`config.mk`:
```
export PLATFORM = sky130hd
export DESIGN_NAME = array_linked_list_engine
export DESIGN_NICKNAME = d
export VERILOG_FILES = /design/src/hdl/alle_pkg.sv /design/src/hdl/alle_ram.sv /design/src/hdl/alle_link_store.sv /design/src/hdl/array_linked_list_engine.sv
export VERILOG_INCLUDE_DIRS = /design/src /design/src/hdl
export SDC_FILE = /design/constraint.sdc
export NUM_CORES = 1
export LEC_CHECK = 0
export ABC_CLOCK_PERIOD_IN_PS = 6800
export BUFFER_PORTS_ARGS = -buffer_cell sky130_fd_sc_hd__buf_2
export CORE_ASPECT_RATIO = 0.7
export CORE_MARGIN = 8
export CORE_UTILIZATION = 48
export CTS_BUF_LIST = sky130_fd_sc_hd__clkbuf_4
export DETAILED_ROUTE_END_ITERATION = 10
export PLACE_DENSITY = 0.74
export SYNTH_ARGS = -nofsm -noshare
export SYNTH_HDL_FRONTEND = slang
export SYNTH_SLANG_ARGS = --single-unit
```
`constraint.sdc`:
```
create_clock -name i_clk -period 6.8 [get_ports i_clk]
set_input_delay 1.36 -clock i_clk [delete_from_list [all_inputs] [get_ports i_clk]]
set_output_delay 1.36 -clock i_clk [all_outputs]
set_load 0.02 [all_outputs]
```
`src/hdl/array_linked_list_engine_macros.svh`:
```
// Assertion macros shared by the linked list engine RTL.
// Included by files that carry concurrent assertions; no other dependencies.
`ifndef ARRAY_LINKED_LIST_ENGINE_MACROS_SVH
`define ARRAY_LINKED_LIST_ENGINE_MACROS_SVH

// The condition holds at every clock edge outside reset.
`define ALLE_ASSERT_ALWAYS(lbl, clk, rst_n, cond, msg) \
    lbl: assert property (@(posedge clk) disable iff (!(rst_n)) (cond)) else $error(msg);

// When the trigger holds, the consequence holds on the following clock edge.
`define ALLE_ASSERT_NEXT(lbl, clk, rst_n, trig, cons, msg) \
    lbl: assert property (@(posedge clk) disable iff (!(rst_n)) (trig) |=> (cons)) \
        else $error(msg);

`endif

```
`src/hdl/alle_pkg.sv`:
```
// Shared command codes and types for the linked list engine.
// No dependencies; imported by the top level.
package alle_pkg;

    typedef logic [2:0] t_cmd;

    localparam t_cmd CMD_HEAD_INS = 3'd0;
    localparam t_cmd CMD_TAIL_INS = 3'd1;
    localparam t_cmd CMD_ORD_INS  = 3'd2;
    localparam t_cmd CMD_HEAD_DEL = 3'd3;
    localparam t_cmd CMD_TAIL_DEL = 3'd4;
    localparam t_cmd CMD_SEARCH   = 3'd5;

    localparam int unsigned VALUE_W = 32;
    localparam int unsigned RESULT_W = 8;

endpackage

```
`src/hdl/alle_ram.sv`:
```
// Generic simple dual-port RAM: one write port, one registered read port.
// No dependencies.
module alle_ram #(
    parameter int unsigned WIDTH = 32,
    parameter int unsigned DEPTH = 16
) (
    input  logic                     i_clk,
    input  logic                     i_wr_en,
    input  logic [$clog2(DEPTH)-1:0] i_wr_addr,
    input  logic [WIDTH-1:0]         i_wr_data,
    input  logic                     i_rd_en,
    input  logic [$clog2(DEPTH)-1:0] i_rd_addr,
    output logic [WIDTH-1:0]         o_rd_data
);

    logic [WIDTH-1:0] r_mem [DEPTH];
    logic [WIDTH-1:0] r_rd_data;

    always_ff @(posedge i_clk) begin
        if (i_wr_en) begin
            r_mem[i_wr_addr] <= i_wr_data;
        end
        if (i_rd_en) begin
            r_rd_data <= r_mem[i_rd_addr];
        end
    end

    assign o_rd_data = r_rd_data;

endmodule

```
`src/hdl/alle_link_store.sv`:
```
// Link memory with a fill count that stands in for the reset contents.
// Depends on alle_ram.
module alle_link_store #(
    parameter int unsigned CAPACITY = 16
) (
    input  logic                                i_clk,
    input  logic                                i_rst_n,
    input  logic                                i_rd_en,
    input  logic [$clog2(CAPACITY)-1:0]         i_rd_addr,
    output logic [$clog2(CAPACITY+1)-1:0]       o_rd_data,
    input  logic                                i_wr_en,
    input  logic [$clog2(CAPACITY)-1:0]         i_wr_addr,
    input  logic [$clog2(CAPACITY+1)-1:0]       i_wr_data
);

    localparam int unsigned AW = $clog2(CAPACITY);
    localparam int unsigned LW = $clog2(CAPACITY+1);

    // Nodes at or above the fill count were never written; their link is index plus one.
    // Nodes are first written in index order, so the count is a clean boundary.
    logic [LW-1:0] r_fill, n_fill;
    logic [AW-1:0] r_rd_addr;
    logic          r_rd_fresh;
    logic [LW-1:0] ram_q;

    alle_ram #(
        .WIDTH (LW),
        .DEPTH (CAPACITY)
    ) u_ram (
        .i_clk     (i_clk),
        .i_wr_en   (i_wr_en),
        .i_wr_addr (i_wr_addr),
        .i_wr_data (i_wr_data),
        .i_rd_en   (i_rd_en),
        .i_rd_addr (i_rd_addr),
        .o_rd_data (ram_q)
    );

    always_comb begin
        n_fill = r_fill;
        if (i_wr_en && LW'(i_wr_addr) == r_fill) begin
            n_fill = r_fill + 1'b1;
        end
    end

    always_ff @(posedge i_clk) begin
        if (!i_rst_n) begin
            r_fill <= '0;
        end else begin
            r_fill <= n_fill;
        end
    end

    always_ff @(posedge i_clk) begin
        if (i_rd_en) begin
            r_rd_addr  <= i_rd_addr;
            r_rd_fresh <= (LW'(i_rd_addr) >= r_fill);
        end
    end

    assign o_rd_data = r_rd_fresh ? (LW'(r_rd_addr) + 1'b1) : ram_q;

endmodule

```
`src/hdl/array_linked_list_engine.sv`:
```
// Top level of the array backed linked list engine with a free list.
// Depends on alle_pkg, alle_ram, alle_link_store and the assertion macro header.
//
//  Channel   Direction  Word contents (lowest bit first)
//  s_axis    in         tuser: command[2:0]; tdata: operand[31:0]
//  m_axis    out        tdata: ok[0], list_full[1], list_empty[2], zero[7:3]
//
// Unused codes and failed inserts or deletes go straight to the finish state; an
// ordered insert may walk the whole list, one node per read, since each node's
// words come back through the registered read port of the node memories.
// Reset is synchronous and active low; it leaves the list empty and all nodes on
// the free list, with no clearing pass since a fill count supplies the initial links.
// A result waiting in the output register does not block acceptance of the next
// word; only the finish of that next command waits for the register to drain.

`include "array_linked_list_engine_macros.svh"

module array_linked_list_engine
    import alle_pkg::*;
#(
    parameter int unsigned CAPACITY = 16
) (
    input  logic                i_clk,
    input  logic                i_rst_n,
    input  logic                i_s_axis_tvalid,
    output logic                o_s_axis_tready,
    input  logic [VALUE_W-1:0]  i_s_axis_tdata,   // operand[31:0]
    input  logic [2:0]          i_s_axis_tuser,   // command[2:0]
    output logic                o_m_axis_tvalid,
    input  logic                i_m_axis_tready,
    output logic [RESULT_W-1:0] o_m_axis_tdata    // ok, list_full, list_empty, zero fill
);

    localparam int unsigned AW = $clog2(CAPACITY);
    localparam int unsigned LW = $clog2(CAPACITY+1);
    localparam logic [LW-1:0] END_MARK = LW'(CAPACITY);

    // Sequencer states.
    localparam logic [2:0] ST_IDLE = 3'd0;
    localparam logic [2:0] ST_POP  = 3'd1;   // link of the free head is on the read port
    localparam logic [2:0] ST_WALK = 3'd2;   // node r_cur is on the read port
    localparam logic [2:0] ST_WR1  = 3'd3;
    localparam logic [2:0] ST_WR2  = 3'd4;
    localparam logic [2:0] ST_HDEL = 3'd5;   // link of the head is on the read port
    localparam logic [2:0] ST_FIN  = 3'd6;

    logic [2:0]          r_state, n_state;
    logic [LW-1:0]       r_head, n_head;
    logic [LW-1:0]       r_free, n_free;
    logic                r_out_valid, n_out_valid;
    logic [RESULT_W-1:0] r_out_data, n_out_data;

    t_cmd                r_cmd, n_cmd;
    logic [VALUE_W-1:0]  r_val, n_val;
    logic [LW-1:0]       r_cur, n_cur;
    logic [LW-1:0]       r_prev, n_prev;
    logic [LW-1:0]       r_node, n_node;
    logic                r_ok, n_ok;

    // Shared read port of both memories, and their write ports.
    logic                rd_en;
    logic [AW-1:0]       rd_addr;
    logic [LW-1:0]       lnk_q;
    logic [VALUE_W-1:0]  val_q;
    logic                lk_we;
    logic [AW-1:0]       lk_waddr;
    logic [LW-1:0]       lk_wdata;
    logic                val_we;
    logic [AW-1:0]       val_waddr;

    logic full, empty, cur_end, advance, out_load, accept;

    assign full    = (r_free >= END_MARK);
    assign empty   = (r_head >= END_MARK);
    assign cur_end = (r_cur >= END_MARK);
    assign accept  = i_s_axis_tvalid && o_s_axis_tready;
    assign out_load = (r_state == ST_FIN) && (!r_out_valid || i_m_axis_tready);

    alle_ram #(
        .WIDTH (VALUE_W),
        .DEPTH (CAPACITY)
    ) u_values (
        .i_clk     (i_clk),
        .i_wr_en   (val_we),
        .i_wr_addr (val_waddr),
        .i_wr_data (r_val),
        .i_rd_en   (rd_en),
        .i_rd_addr (rd_addr),
        .o_rd_data (val_q)
    );

    alle_link_store #(
        .CAPACITY (CAPACITY)
    ) u_links (
        .i_clk     (i_clk),
        .i_rst_n   (i_rst_n),
        .i_rd_en   (rd_en),
        .i_rd_addr (rd_addr),
        .o_rd_data (lnk_q),
        .i_wr_en   (lk_we),
        .i_wr_addr (lk_waddr),
        .i_wr_data (lk_wdata)
    );

    // Whether the walk moves on from the node whose words just came back.
    always_comb begin
        case (r_cmd)
            CMD_TAIL_INS: advance = !cur_end;
            CMD_ORD_INS:  advance = !cur_end && ($signed(val_q) < $signed(r_val));
            CMD_TAIL_DEL: advance = (lnk_q < END_MARK);
            CMD_SEARCH:   advance = !cur_end && (val_q != r_val);
            default:      advance = 1'b0;
        endcase
    end

    // The sequencer never reads and writes the memories in the same cycle, so
    // no forwarding path is needed between the write and read ports.
    always_comb begin
        n_state     = r_state;
        n_head      = r_head;
        n_free      = r_free;
        n_cmd       = r_cmd;
        n_val       = r_val;
        n_cur       = r_cur;
        n_prev      = r_prev;
        n_node      = r_node;
        n_ok        = r_ok;
        n_out_data  = r_out_data;
        n_out_valid = r_out_valid && !i_m_axis_tready;
        rd_en       = 1'b0;
        rd_addr     = r_cur[AW-1:0];
        lk_we       = 1'b0;
        lk_waddr    = r_node[AW-1:0];
        lk_wdata    = r_cur;
        val_we      = 1'b0;
        val_waddr   = r_node[AW-1:0];

        case (r_state)
            ST_IDLE: begin
                if (accept) begin
                    n_cmd  = i_s_axis_tuser;
                    n_val  = i_s_axis_tdata;
                    n_ok   = 1'b0;
                    n_cur  = r_head;
                    n_prev = END_MARK;
                    n_state = ST_FIN;
                    case (i_s_axis_tuser)
                        CMD_HEAD_INS, CMD_TAIL_INS, CMD_ORD_INS: begin
                            if (!full) begin
                                rd_en   = 1'b1;
                                rd_addr = r_free[AW-1:0];
                                n_state = ST_POP;
                            end
                        end
                        CMD_HEAD_DEL: begin
                            if (!empty) begin
                                rd_en   = 1'b1;
                                rd_addr = r_head[AW-1:0];
                                n_state = ST_HDEL;
                            end
                        end
                        CMD_TAIL_DEL, CMD_SEARCH: begin
                            if (!empty) begin
                                rd_en   = 1'b1;
                                rd_addr = r_head[AW-1:0];
                                n_state = ST_WALK;
                            end
                        end
                        default: begin
                            n_state = ST_FIN;
                        end
                    endcase
                end
            end
            ST_POP: begin
                n_node = r_free;
                n_free = lnk_q;
                if (r_cmd == CMD_HEAD_INS) begin
                    val_we    = 1'b1;
                    val_waddr = r_free[AW-1:0];
                    lk_we     = 1'b1;
                    lk_waddr  = r_free[AW-1:0];
                    lk_wdata  = r_head;
                    n_head    = r_free;
                    n_ok      = 1'b1;
                    n_state   = ST_FIN;
                end else begin
                    n_cur   = r_head;
                    n_prev  = END_MARK;
                    rd_en   = !empty;
                    rd_addr = r_head[AW-1:0];
                    n_state = ST_WALK;
                end
            end
            ST_WALK: begin
                if (advance) begin
                    n_prev  = r_cur;
                    n_cur   = lnk_q;
                    rd_en   = (lnk_q < END_MARK);
                    rd_addr = lnk_q[AW-1:0];
                end else if (r_cmd == CMD_SEARCH) begin
                    n_ok    = !cur_end;
                    n_state = ST_FIN;
                end else begin
                    n_state = ST_WR1;
                end
            end
            ST_WR1: begin
                lk_we = 1'b1;
                if (r_cmd == CMD_TAIL_DEL) begin
                    lk_waddr = r_cur[AW-1:0];
                    lk_wdata = r_free;
                    n_free   = r_cur;
                end else begin
                    val_we = 1'b1;
                end
                n_state = ST_WR2;
            end
            ST_WR2: begin
                lk_waddr = r_prev[AW-1:0];
                lk_wdata = (r_cmd == CMD_TAIL_DEL) ? END_MARK : r_node;
                if (r_prev < END_MARK) begin
                    lk_we = 1'b1;
                end else begin
                    n_head = lk_wdata;
                end
                n_ok    = 1'b1;
                n_state = ST_FIN;
            end
            ST_HDEL: begin
                n_head   = lnk_q;
                lk_we    = 1'b1;
                lk_waddr = r_head[AW-1:0];
                lk_wdata = r_free;
                n_free   = r_head;
                n_ok     = 1'b1;
                n_state  = ST_FIN;
            end
            ST_FIN: begin
                if (out_load) begin
                    n_out_valid = 1'b1;
                    n_out_data  = {{(RESULT_W-3){1'b0}}, empty, full, r_ok};
                    n_state     = ST_IDLE;
                end
            end
            default: begin
                n_state = ST_IDLE;
            end
        endcase
    end

    always_ff @(posedge i_clk) begin
        if (!i_rst_n) begin
            r_state     <= ST_IDLE;
            r_head      <= END_MARK;
            r_free      <= '0;
            r_out_valid <= 1'b0;
        end else begin
            r_state     <= n_state;
            r_head      <= n_head;
            r_free      <= n_free;
            r_out_valid <= n_out_valid;
        end
    end

    always_ff @(posedge i_clk) begin
        r_cmd      <= n_cmd;
        r_val      <= n_val;
        r_cur      <= n_cur;
        r_prev     <= n_prev;
        r_node     <= n_node;
        r_ok       <= n_ok;
        r_out_data <= n_out_data;
    end

    assign o_s_axis_tready = (r_state == ST_IDLE);
    assign o_m_axis_tvalid = r_out_valid;
    assign o_m_axis_tdata  = r_out_data;

    // A node never heads both the list and the free list. The one exception is
    // the cycle in which a tail delete has freed the only node and the head
    // pointer is cleared on the next edge.
    `ALLE_ASSERT_ALWAYS(a_heads_disjoint, i_clk, i_rst_n,
        !(r_state != ST_WR2 && r_head < END_MARK && r_head == r_free),
        "list head and free head coincide")

    // A tail delete only walks real nodes.
    `ALLE_ASSERT_ALWAYS(a_tdel_walk_in_list, i_clk, i_rst_n,
        !(r_state == ST_WALK && r_cmd == CMD_TAIL_DEL && cur_end),
        "tail delete walked past the end")

    // A successful insert never reports an empty list.
    `ALLE_ASSERT_NEXT(a_insert_not_empty, i_clk, i_rst_n,
        out_load && r_ok && (r_cmd == CMD_HEAD_INS || r_cmd == CMD_TAIL_INS || r_cmd == CMD_ORD_INS),
        !o_m_axis_tdata[2], "insert reported an empty list")

endmodule

```
# Word-level counts from Yosys, hierarchy flattened
# Memories as Yosys holds them, arrays and structs flattened. A register that Yosys moved wholly into a read port is not among the register bits.
# Cells that the tools add are included.
# classes
n_mux	63
n_mul	0
eq_ne	26
add_sub_neg	2
n_reduce_logical	30
div	0
n_bitwise	0
order_cmp	7
n_shift	0
# ops
op	n
two-way mux 5 bit	13
one-hot mux 5 bit (3 select lines)	4
less-than comparator 32 bit	1
two-way mux 4 bit	8
!= test 32 bit	1
equality test 3 bit, second input constant	7
two-way mux 3 bit	7
one-hot mux 5 bit (4 select lines)	1
two-way mux 1 bit	18
one-hot mux 3 bit (6 select lines)	1
!= test 2 bit, second input constant	8
one-hot mux 4 bit (4 select lines)	1
equality test 3 x 2 -> 1 bit, second input constant	5
>= comparator 5 bit, second input constant	3
one-hot mux 4 bit (3 select lines)	1
less-than comparator 5 bit, second input constant	2
equality test 3 x 1 -> 1 bit, second input constant	3
logical NOT 3 bit	3
one-hot mux 3 bit (3 select lines)	1
nonzero test 3 bit	3
one-hot mux 1 bit (4 select lines)	2
one-hot mux 4 bit (2 select lines)	1
logical AND 1 bit	6
one-hot mux 1 bit (3 select lines)	2
16 further kinds	26
# word_totals
ff_bits	78
output_inout_bits	10
latch_bits	0
mem_count	2
ramBits	592
rom_bits	0
# mem_list
name	words	width	read_ports	rd_clocked_by_memory_dff	wr	line	source
u_values.r_mem	16	32	1	1	1	alle_ram.sv:16	logic [WIDTH-1:0] r_mem [DEPTH];
u_links.u_ram.r_mem	16	5	1	1	1	alle_ram.sv:16	

# Depth between registers and ports, before layout
# Gate-level depths: netlist of run 1.
# depth
ltp_word	7
ltp_mapped	20
depth_no_buf	15

# Hierarchy
# A second synthesis of run 1 with hierarchy kept.
# unflattened
hier_cells	1510
hier_area_um2	28317.2
# by_module_without_submodules
mod	n_inst	cells_per_inst	area_per_inst_um2	seq_area_each_um2
alle_ram (u_values)	1	838	20155.6	16335.7
array_linked_list_engine	1	450	4219.0	1901.8
alle_ram (u_links.u_ram)	1	155	3263.1	2552.4
alle_link_store	1	67	679.4	250.2

# Worst setup path before layout of run 1
# No wires, ideal clock.
# synth_timing
kind	register -> register
startpoint	reg r_val[14]
endpoint	reg u_links.r_rd_addr[0], enable pin
arrival_time_ps	4347
stages_incl_launch_ff	10
path_slack_ps	1993
required_ps	6339
n_path_buf	0
path_cell_list	edfxtp_1 inv_1 ha_1 a21oi_1 nand2_1 a221o_1 o31ai_4 a21oi_2 o22a_4 o221ai_1
# synth_via
elab_chain_cells	5
# synth_rtl
element	line	source
start, declared	array_linked_list_engine.sv:54	logic [VALUE_W-1:0] r_val, n_val;
start signal, assigned	array_linked_list_engine.sv:268	r_val <= n_val;
less-than comparator 32 bit or != test 32 bit (tied branches)	array_linked_list_engine.sv:109, array_linked_list_engine.sv:111	
logical AND 1 bit (on tied branches)	array_linked_list_engine.sv:109, array_linked_list_engine.sv:111	
one-hot mux 1 bit (4 select lines) *	array_linked_list_engine.sv:107	case (r_cmd)
two-way mux 1 bit *	array_linked_list_engine.sv:196	if (advance) begin
one-hot mux 1 bit (3 select lines) *	array_linked_list_engine.sv:138	case (r_state)
net rd_en	array_linked_list_engine.sv:61	logic rd_en;
end signal, assigned	alle_link_store.sv:56	r_rd_addr <= i_rd_addr;
end, declared	alle_link_store.sv:22	logic [AW-1:0] r_rd_addr;
# Mark *: on every way through the listed nets, which the timed path passes. The rest lies on a longest branch.
# A chain may end at the register's enable or synchronous reset.

# Final worst setup path of run 1
# layout_timing
startpoint	reg r_val[31]
endpoint	reg u_links.u_ram.r_rd_data[4] (netlist: u_links.u_ram.o_rd_data[4]), read port of u_links.u_ram.r_mem, data pin
# layout_via
elab_chain_cells	5
# layout_rtl
element	line	source
less-than comparator 32 bit or != test 32 bit (tied branches)	array_linked_list_engine.sv:109, array_linked_list_engine.sv:111	
logical AND 1 bit (on tied branches)	array_linked_list_engine.sv:109, array_linked_list_engine.sv:111	
one-hot mux 1 bit (4 select lines) *	array_linked_list_engine.sv:107	
two-way mux 4 bit or two-way mux 1 bit (tied branches)	array_linked_list_engine.sv:196	
one-hot mux 4 bit (3 select lines) or one-hot mux 1 bit (3 select lines) (tied branches)	array_linked_list_engine.sv:138	
end, declared	alle_ram.sv:17	logic [WIDTH-1:0] r_rd_data;
# Mark *: on every way between the ends. The rest lies on a longest branch, timed or not.

==> results of run 1 <==
-- sequential cells by signal, indices dropped and copies added (netlist names), 4 cells and up --
register	flops
u_values.o_rd_data	32
u_links.u_ram.o_rd_data	5
u_values.r_mem	512
u_links.u_ram.r_mem	80
u_links.r_fill	5
r_node	5
r_free	5
r_val	32
u_links.r_rd_addr	4
r_cur	5
r_prev	5
r_head	5
-- path summary, 6_finish.rpt --
path / to / slack (ns) / cells after the start
max reg2reg: u_links.u_ram.o_rd_data[4] / 1.12 / 15
min: o_m_axis_tdata[0] / 0.46 / 0
max: u_links.u_ram.o_rd_data[4] / 1.12 / 15
min reg2reg: o_m_axis_tdata[0] / 0.46 / 0
-- cells in the mapped netlist, types with 7 or more instances --
| library cell | count | share of area [%] |
|---|---|---|
| dfxtp_1 | 19 | 1.3 |
| nand4_1 | 7 | 0.15 |
| clkbuf_1 | 28 | 0.36 |
| nor2_1 | 72 | 0.94 |
| nand2b_1 | 11 | 0.24 |
| a211o_1 | 28 | 0.85 |
| o21ai_0 | 23 | 0.40 |
| mux4_2 | 37 | 2.9 |
| nand3_1 | 10 | 0.17 |
| a21o_1 | 8 | 0.21 |
| buf_4 | 13 | 0.34 |
| nor3_1 | 15 | 0.26 |
| nand3b_1 | 7 | 0.18 |
| ha_1 | 38 | 1.6 |
| a221o_1 | 34 | 1.2 |
| a211oi_1 | 18 | 0.47 |
| buf_2 | 31 | 0.54 |
| mux2_2 | 75 | 2.9 |
| nor2b_1 | 13 | 0.28 |
| o22ai_1 | 68 | 1.5 |
| inv_1 | 41 | 0.53 |
| buf_6 | 9 | 0.35 |
| o2111ai_1 | 10 | 0.30 |
| mux2i_1 | 150 | 5.2 |
| nand2_1 | 77 | 1.0 |
| a31oi_1 | 8 | 0.17 |
| edfxtp_1 | 688 | 72 |
| a21oi_1 | 39 | 0.68 |
| and3_1 | 7 | 0.15 |
-- cells by family after synthesis --
kind of cell	share of synthesized area [%]
and+or+nand+nor	4.24
AOI/OAI and AO/OA	7.71
xor gates and xnor gates	0.243
muxes	11.1
other	0.0130
buffers and inverters	2.26
DFF	72.8
adders and majority gates	1.65
-- layout make-up --
cell class,count,share of cell area (%)
multi-input combinational,857,22.9
tap,808,3.13
timing repair buffer,86,1.86
inverter,46,0.535
clock inverter,44,0.853
sequential,707,65.2
antenna,6,0.0465
clock buffer,236,5.49
-- power breakdown --
part	switching (mW)	total (mW)	internal (mW)
sequential	0.442	6.11	5.67
combinational	3.63	6.13	2.50
clock	1.67	3.38	1.71
total	5.74	15.6	9.88
-- worst register-to-register path, delay by kind of cell (launching register included) --
| kind | cells | cell delay, ns |
|---|---|---|
| AOI/OAI and AO/OA | 8 | 2.05 |
| and+or+nand+nor | 3 | 1.57 |
| buffers and inverters | 3 | 0.72 |
| DFF | 1 | 0.64 |
| adders and majority gates | 1 | 0.41 |
-- metal layers --
metal | part of all wire, % | vias up | global-route usage [%]
met5 | 0 | - | 0
met4 | 1.5 | 0 | 4.72
met3 | 11 | 93 | 6.60
met2 | 44 | 902 | 28.1
met1 | 44 | 8269 | 29.1
li1 | - | 7209 | -
==> flow_summary.json, run 1 <==
{
  "htreeDepth": 4,
  "fin_area_um2": 32300,
  "rsz0062_at_grt": "false",
  "power.leakage_nw": 11.6,
  "layout_commonest_cell": "edfxtp_1",
  "wire_per_inst_um": 24.6,
  "clk_pin_slew_ns": 0.08,
  "drt_iter0_markers": 2229,
  "core-area_um2": 59700,
  "rows": 75,
  "layout.area.seq_um2": 21000,
  "die_h_um": 221,
  "drv_cap": 0,
  "post_cts_buffers": 0,
  "maxSlewHeadroom_pct": 24.7,
  "synth_edf_count": 688,
  "status": "complete, no violations",
  "io_pins": 49,
  "max_slew.worst_pin.slew_ns": 1.13,
  "dieArea_um2": 68400,
  "cts.sinks": 707,
  "setup_viol": 0,
  "cellPowerDensity_nw_per_um2": 484,
  "routed_via_density": 5.90,
  "worstPathCellList": "inv_1, ha_1, nand4_2, nor4_2, a311oi_1, a31oi_1, a41o_4, o22ai_2, a221oi_4, inv_2, nand3_2, buf_12, o22ai_1, a211oi_1, o2111ai_1",
  "grt_usage_pct": 19.7,
  "grt_pass1_wl_mm": 102,
  "fin_setup_tns_ns": 0,
  "crit_fanout": 19,
  "min_path_type": "flip-flop to flip-flop",
  "antenna_found_initial": 2,
  "die_w_um": 309,
  "numPortBuffers": 43,
  "holdWs_ns": 0.458,
  "setup_ws_ns": 1.12,
  "num-fill-cells": 4653,
  "end_kind": "flip-flop",
  "ys_ff_latch": 707,
  "final_hold_viol_count": 0,
  "drt_wl_total_mm": 68.8,
  "max_freq_mhz": 176,
  "placedCellCount": 2504,
  "root_buffer": "clkbuf_4",
  "grt_pass1_vias": 16397,
  "slowest_delay_ns": 0.80,
  "post-place-ws_ns": 1.34,
  "critical_path_class": "flip-flop to flip-flop",
  "total_power_mw": 15.6,
  "vdd_drop_max_mv": 0.334,
  "syn_to_final_growth_pct": 11.7,
  "timing.critical_path.from": "r_val[31]",
  "slew_violations": 0,
  "ant_nets": 0,
  "tritoncts": "done",
  "dr.pass1.iters": 6,
  "reg2reg_from": "r_val[31]",
  "cts_buffer_depth": 3,
  "ys_types": 79,
  "cts-resized-gates": 0,
  "finish.utilization_pct": 54.1,
  "stdcell_count": 2790,
  "place.gp.congestion": 0.904,
  "multiInputGateArea_um2": 7390,
  "clock_latency_ns": 0.94,
  "post-route-period-util_pct": 83.5,
  "drc": 0,
  "start_util_pct": 48.4,
  "drive_gt1_share_pct": 25.3,
  "syn-cell-area_um2": 28900,
  "final_cell_mix": "edfxtp_1 (688), clkbuf_4 (236), mux2i_1 (150), nand2_1 (77), mux2_2 (75)",
  "place_hpwl_mm": 39.4,
  "fin_crit_ns": 5.68,
  "grt-ovfl-total": 0,
  "final_net_count": 1938,
  "grt_max_degree": 66,
  "start_kind": "flip-flop",
  "num_vias": 16473,
  "synth_seq_area_share_pct": 72.8,
  "crit_family": "compound AO/OA/AOI/OAI gates",
  "crit_buf_inv": 3,
  "holdCritStartpoint": "r_ok",
  "required_ns": 7.42,
  "skew_ns": 0.0768,
  "synth_ff_type": "edfxtp_1",
  "placed_area_um2": 30200,
  "netlist_instances": 1692,
  "critical_path_arrival_ns": 6.30,
  "avgSynthCellArea_um2": 17.1,
  "ys_async_sr_fraction_pct": 0,
  "ys_warn_count": 0,
  "cts_made_buffers": 163,
  "hold_buffers": 0,
  "crit_slowest_cell": "nor4_2"
}
Note: power is estimated with default switching activity, not from simulation.
==> run 2, diff against run 1 <==
Settings changed: ABC_CLOCK_PERIOD_IN_PS 6800 to 5730.
Clock period 6.8 ns to 5.73 ns, I/O delays scaled along.
==> run 2 against run 1 <==
Effect of this change:
- clock power rose by 24%
- core utilization rose by 0.58 points
- critical path depth did not move
- critical path type unchanged
- largest cell class unchanged
==> flow_summary.json, run 2 (synthesis gave the netlist of run 1 again) <==
{
  "grt_pass1_wl_mm": 106,
  "cts_buffer_depth": 3,
  "setup_ws_ns": 0.297,
  "setup_viol": 0,
  "clk_pin_slew_ns": 0.07,
  "drive_gt1_share_pct": 26.4,
  "drt_wl_total_mm": 70.4,
  "cts.sinks": 707,
  "fin_setup_tns_ns": 0,
  "antenna_found_initial": 2,
  "reg_top3": "u_values.r_mem x512, u_links.u_ram.r_mem x80",
  "min_path_type": "input pin to flip-flop",
  "crit_fanout": 37,
  "hold_buffers": 0,
  "htreeDepth": 4,
  "io_pins": 49,
  "status": "complete, no violations",
  "post-route-period-util_pct": 94.8,
  "tritoncts": "done",
  "rows": 75,
  "ant_nets": 0,
  "timing.critical_path.from": "r_val[31]",
  "fin_area_um2": 32600,
  "end_kind": "flip-flop",
  "slew_violations": 0,
  "placed_area_um2": 30400,
  "max_freq_mhz": 184,
  "critical_path_class": "flip-flop to flip-flop",
  "start_kind": "flip-flop",
  "holdCritStartpoint": "i_s_axis_tdata[27]",
  "numPortBuffers": 43,
  "place_hpwl_mm": 39.8,
  "post_cts_buffers": 0,
  "final_hold_viol_count": 0,
  "place.gp.congestion": 0.880,
  "cellPowerDensity_nw_per_um2": 579,
  "post-place-ws_ns": 0.350,
  "layout.area.seq_um2": 21000,
  "max_slew.worst_pin.slew_ns": 1.19,
  "root_buffer": "clkbuf_4",
  "largest_register": "u_values.r_mem",
  "largest_reg_flops": 512,
  "die_w_um": 309,
  "num_vias": 16649,
  "drt_iter0_markers": 2033,
  "rsz0062_at_grt": "false",
  "required_ns": 6.33,
  "total_power_mw": 18.9,
  "skew_ns": 0.0646,
  "die_h_um": 221,
  "grt-ovfl-total": 0,
  "multiInputGateArea_um2": 7390,
  "grt_usage_pct": 20.4,
  "dieArea_um2": 68400,
  "syn_to_final_growth_pct": 12.9,
  "layout_commonest_cell": "edfxtp_1",
  "core-area_um2": 59700,
  "grt_pass1_vias": 16771,
  "num-fill-cells": 4698,
  "critical_path_arrival_ns": 6.03,
  "clock_latency_ns": 0.90,
  "final_cell_mix": "edfxtp_1 (688), clkbuf_4 (251), mux2i_1 (150), nand2_1 (77), mux2_2 (75)",
  "grt_max_degree": 45,
  "power.leakage_nw": 11.8,
  "maxSlewHeadroom_pct": 20.4,
  "reg2reg_from": "r_val[31]",
  "routed_via_density": 5.91,
  "dr.pass1.iters": 7,
  "vdd_drop_max_mv": 0.501,
  "drc": 0,
  "holdWs_ns": 0.424,
  "cts_made_buffers": 163,
  "wire_per_inst_um": 25.0,
  "final_net_count": 1959,
  "drv_cap": 0,
  "start_util_pct": 48.4,
  "fin_crit_ns": 5.43,
  "cts-resized-gates": 0
}
[run 2: cell count changes in the layout (fill, tap and decap cells not counted), sizes merged]
cell | previous run | this run
inv | 50 | 48
diode | 6 | 2
clkbuf | 236 | 251
buf | 86 | 107
bufinv | 3 | 5
clkinvlp | 5 | 1
[run 2: final timing paths]
kind	slack [ns]	end	cells after the start
setup / recovery	0.30	u_values.o_rd_data[21]	15
hold / removal	0.42	r_val[27]	1
setup reg to reg	0.30	u_values.o_rd_data[21]	15
hold reg to reg	0.44	o_m_axis_tdata[0]	0
[run 2: metrics by stage]
step                      cells  utilization [%]
after floorplan            1696                -
after CTS                  2816             54.7
after global placement     2525             51.0
after global routing       2818             54.7
final                      2818             54.7
after detailed placement   2525             51.0
[run 2: critical path: stages (launching register included)]
cell	delay, ns
edfxtp_1	0.69
inv_1	0.10
ha_1	0.50
nand4_2	0.23
nor4_2	0.83
a311oi_1	0.22
a31oi_1	0.24
a41o_4	0.16
o22ai_2	0.13
a221oi_4	0.46
inv_2	0.36
nand3_2	0.20
buf_12	0.29
o22ai_1	0.15
a221o_1	0.28
a211o_1	0.27
[run 2: layout make-up]
cell class	instances	share of cell area [%]
repair buffers	107	2.55
well taps	808	3.10
clock buffers	251	5.78
clock inverters	40	0.882
multi-input cells	857	22.7
flip-flops and latches	707	64.5
inverters	46	0.529
diodes	2	0.0153
[run 2: per-layer routing]
layer,global-route usage [%],vias to the layer above,share of wire [%]
li1,-,7250,-
met1,29.8,8328,43
met2,30.1,966,45
met3,5.72,105,11
met4,4.89,0,1.5
met5,0,-,0
[run 2: power breakdown]
part           internal, mW  switching (mW)  leakage (nW)
clock network          2.21            1.98          1.29
registers              6.73           0.463          6.38
logic                  3.13            4.40          4.12
total                  12.1            6.84          11.8
==> run 3, diff against run 2 <==
Settings changed: MAX_ROUTING_LAYER from default to met4.
==> run 3 against run 2 <==
Effect of this change:
- register-to-register slack worse by 0.04 ns
- routed wire length down 1.1%
- clock power is 2% lower
- die area stayed put
- worst hold slack worse by 0.0022 ns
- sequential share of layout area is 0.24 points higher
- setup slack lost 0.036 ns
- critical endpoint is now u_values.o_rd_data[28]
==> flow_summary.json, run 3 (synthesis gave the netlist of run 1 again) <==
{
  "skew_ns": 0.0588,
  "ant_nets": 0,
  "cp-endpoint": "u_values.o_rd_data[28]",
  "place.gp.congestion": 0.890,
  "critical_path_class": "flip-flop to flip-flop",
  "crit_slowest_cell": "nor4_2",
  "start_kind": "flip-flop",
  "antenna_found_initial": 1,
  "crit_fanout": 41,
  "cts_made_buffers": 166,
  "clk_pin_slew_ns": 0.07,
  "grt_max_degree": 64,
  "clock_latency_ns": 0.91,
  "drive_gt1_share_pct": 26.1,
  "dr.pass1.iters": 5,
  "cts-resized-gates": 0,
  "maxSlewHeadroom_pct": 29.9,
  "grt_usage_pct": 20.6,
  "layout_commonest_cell": "edfxtp_1",
  "rows": 75,
  "vdd_drop_max_mv": 0.428,
  "worstPathCellList": "inv_1, ha_1, nand4_2, nor4_2, a311oi_1, a31oi_1, a41o_4, o22ai_2, a221oi_4, inv_2, buf_4, nor2_4, buf_4, a221o_1, a211o_1",
  "r2r_cells": 15,
  "slew_violations": 0,
  "worst_path_most_repeated_cell": "buf_4",
  "max_freq_mhz": 183,
  "start_util_pct": 48.4,
  "hold_buffers": 0,
  "status": "complete, no violations",
  "fin_setup_tns_ns": 0,
  "rrSetupSlack_ns": 0.26,
  "cts.sinks": 707,
  "required_ns": 6.46,
  "die_h_um": 221,
  "reg_top3": "u_values.r_mem x512, u_links.u_ram.r_mem x80",
  "timing.critical_path.from": "r_val[31]",
  "cellPowerDensity_nw_per_um2": 577,
  "final_hold_viol_count": 0,
  "drt_iter0_markers": 1840,
  "numPortBuffers": 43,
  "max_slew.worst_pin.slew_ns": 1.04,
  "hold_depth": 1,
  "largest_register": "u_values.r_mem",
  "end_kind": "flip-flop",
  "wire_per_inst_um": 24.8,
  "core-area_um2": 59700,
  "post-place-ws_ns": 0.347,
  "final_cell_mix": "edfxtp_1 (688), clkbuf_4 (242), mux2i_1 (150), nand2_1 (77), mux2_2 (75)",
  "slowest_delay_ns": 0.80,
  "grt-ovfl-total": 0,
  "dieArea_um2": 68400,
  "io_pins": 49,
  "setup_ws_ns": 0.261,
  "htreeDepth": 4,
  "rsz0062_at_grt": "false",
  "worstReg2RegEnd": "u_values.o_rd_data[28]",
  "root_buffer": "clkbuf_4",
  "largest_reg_flops": 512,
  "tritoncts": "done",
  "post_cts_buffers": 0,
  "reg2reg_from": "r_val[31]",
  "grt_pass1_vias": 16682,
  "grt_pass1_wl_mm": 103,
  "setup_viol": 0,
  "drt_wl_total_mm": 69.6,
  "min_path_type": "input pin to flip-flop",
  "drc": 0,
  "power.leakage_nw": 11.7,
  "critical_path_arrival_ns": 6.20,
  "place_hpwl_mm": 38.8,
  "post-route-period-util_pct": 95.4,
  "cts_buffer_depth": 3,
  "drv_cap": 0,
  "routed_via_density": 5.91,
  "final_net_count": 1955,
  "syn_to_final_growth_pct": 12.5,
  "die_w_um": 309,
  "num_vias": 16573,
  "fin_crit_ns": 5.47
}
## run 3: cell types whose count changed in the layout (fill, tap and decap cells not counted)
cell	before	now
buf_12	11	9
diode_2	2	1
clkinvlp_4	1	2
clkinv_1	30	27
buf_4	53	48
clkinv_2	2	3
inv_2	7	9
clkbuf_4	251	242
clkinv_4	0	2
## run 3: layer usage
layer  track usage (%)  share of wire [%]
met1              29.1                 44
met2              29.9                 45
met3              5.01                9.7
met4              5.19                1.2
met5                 -                  0
## run 3: how the worst min path moves through the flow
stage | start | end | slack [ns]
finish | i_s_axis_tdata[27] | r_val[27] | 0.42
global route | i_s_axis_tdata[17] | r_val[17] | 0.32
CTS | i_s_axis_tdata[0] | r_val[0] | 0.33
detailed placement | r_ok | o_m_axis_tdata[0] | 0.45
global placement | r_ok | o_m_axis_tdata[0] | 0.44
floorplan | r_ok | o_m_axis_tdata[0] | 0.40
## run 3: layout make-up
type	instances	area [µm²]
clock buffer	242	1820
multi-input combinational	857	7390
inverter	46	173
fill	4707	27200
clock inverter	43	314
sequential	707	21000
antenna	1	2.50
timing repair buffer	100	756
tap	808	1010
## run 3: critical path, delay by kind of cell, from the launching register on
kind            cells  cell delay (ns)
fa+ha+maj           1             0.48
simple gates        3             1.76
compound gates      7             1.54
flops               1             0.70
buf+inv             4             0.83
## run 3: power breakdown
part | internal (mW) | total, mW | switching (mW)
Sequential | 6.73 | 7.18 | 0.452
Combinational | 3.06 | 7.47 | 4.41
Clock | 2.16 | 4.10 | 1.94
## run 3: stage by stage
stage / instances / hold slack, ns / power, mW / utilization (%) / cell area (µm²)
2_1_floorplan: 1696 / 0.400 / 12.4 / - / 28900
3_3_place_gp: 2518 / 0.441 / 14.5 / 50.9 / 30400
3_5_place_dp: 2518 / 0.453 / 14.7 / 50.9 / 30400
4_1_cts: 2803 / 0.325 / 18.8 / 54.5 / 32500
5_1_grt: 2804 / 0.324 / 19.6 / 54.5 / 32500
6_report: 2804 / 0.422 / 18.8 / 54.5 / 32500
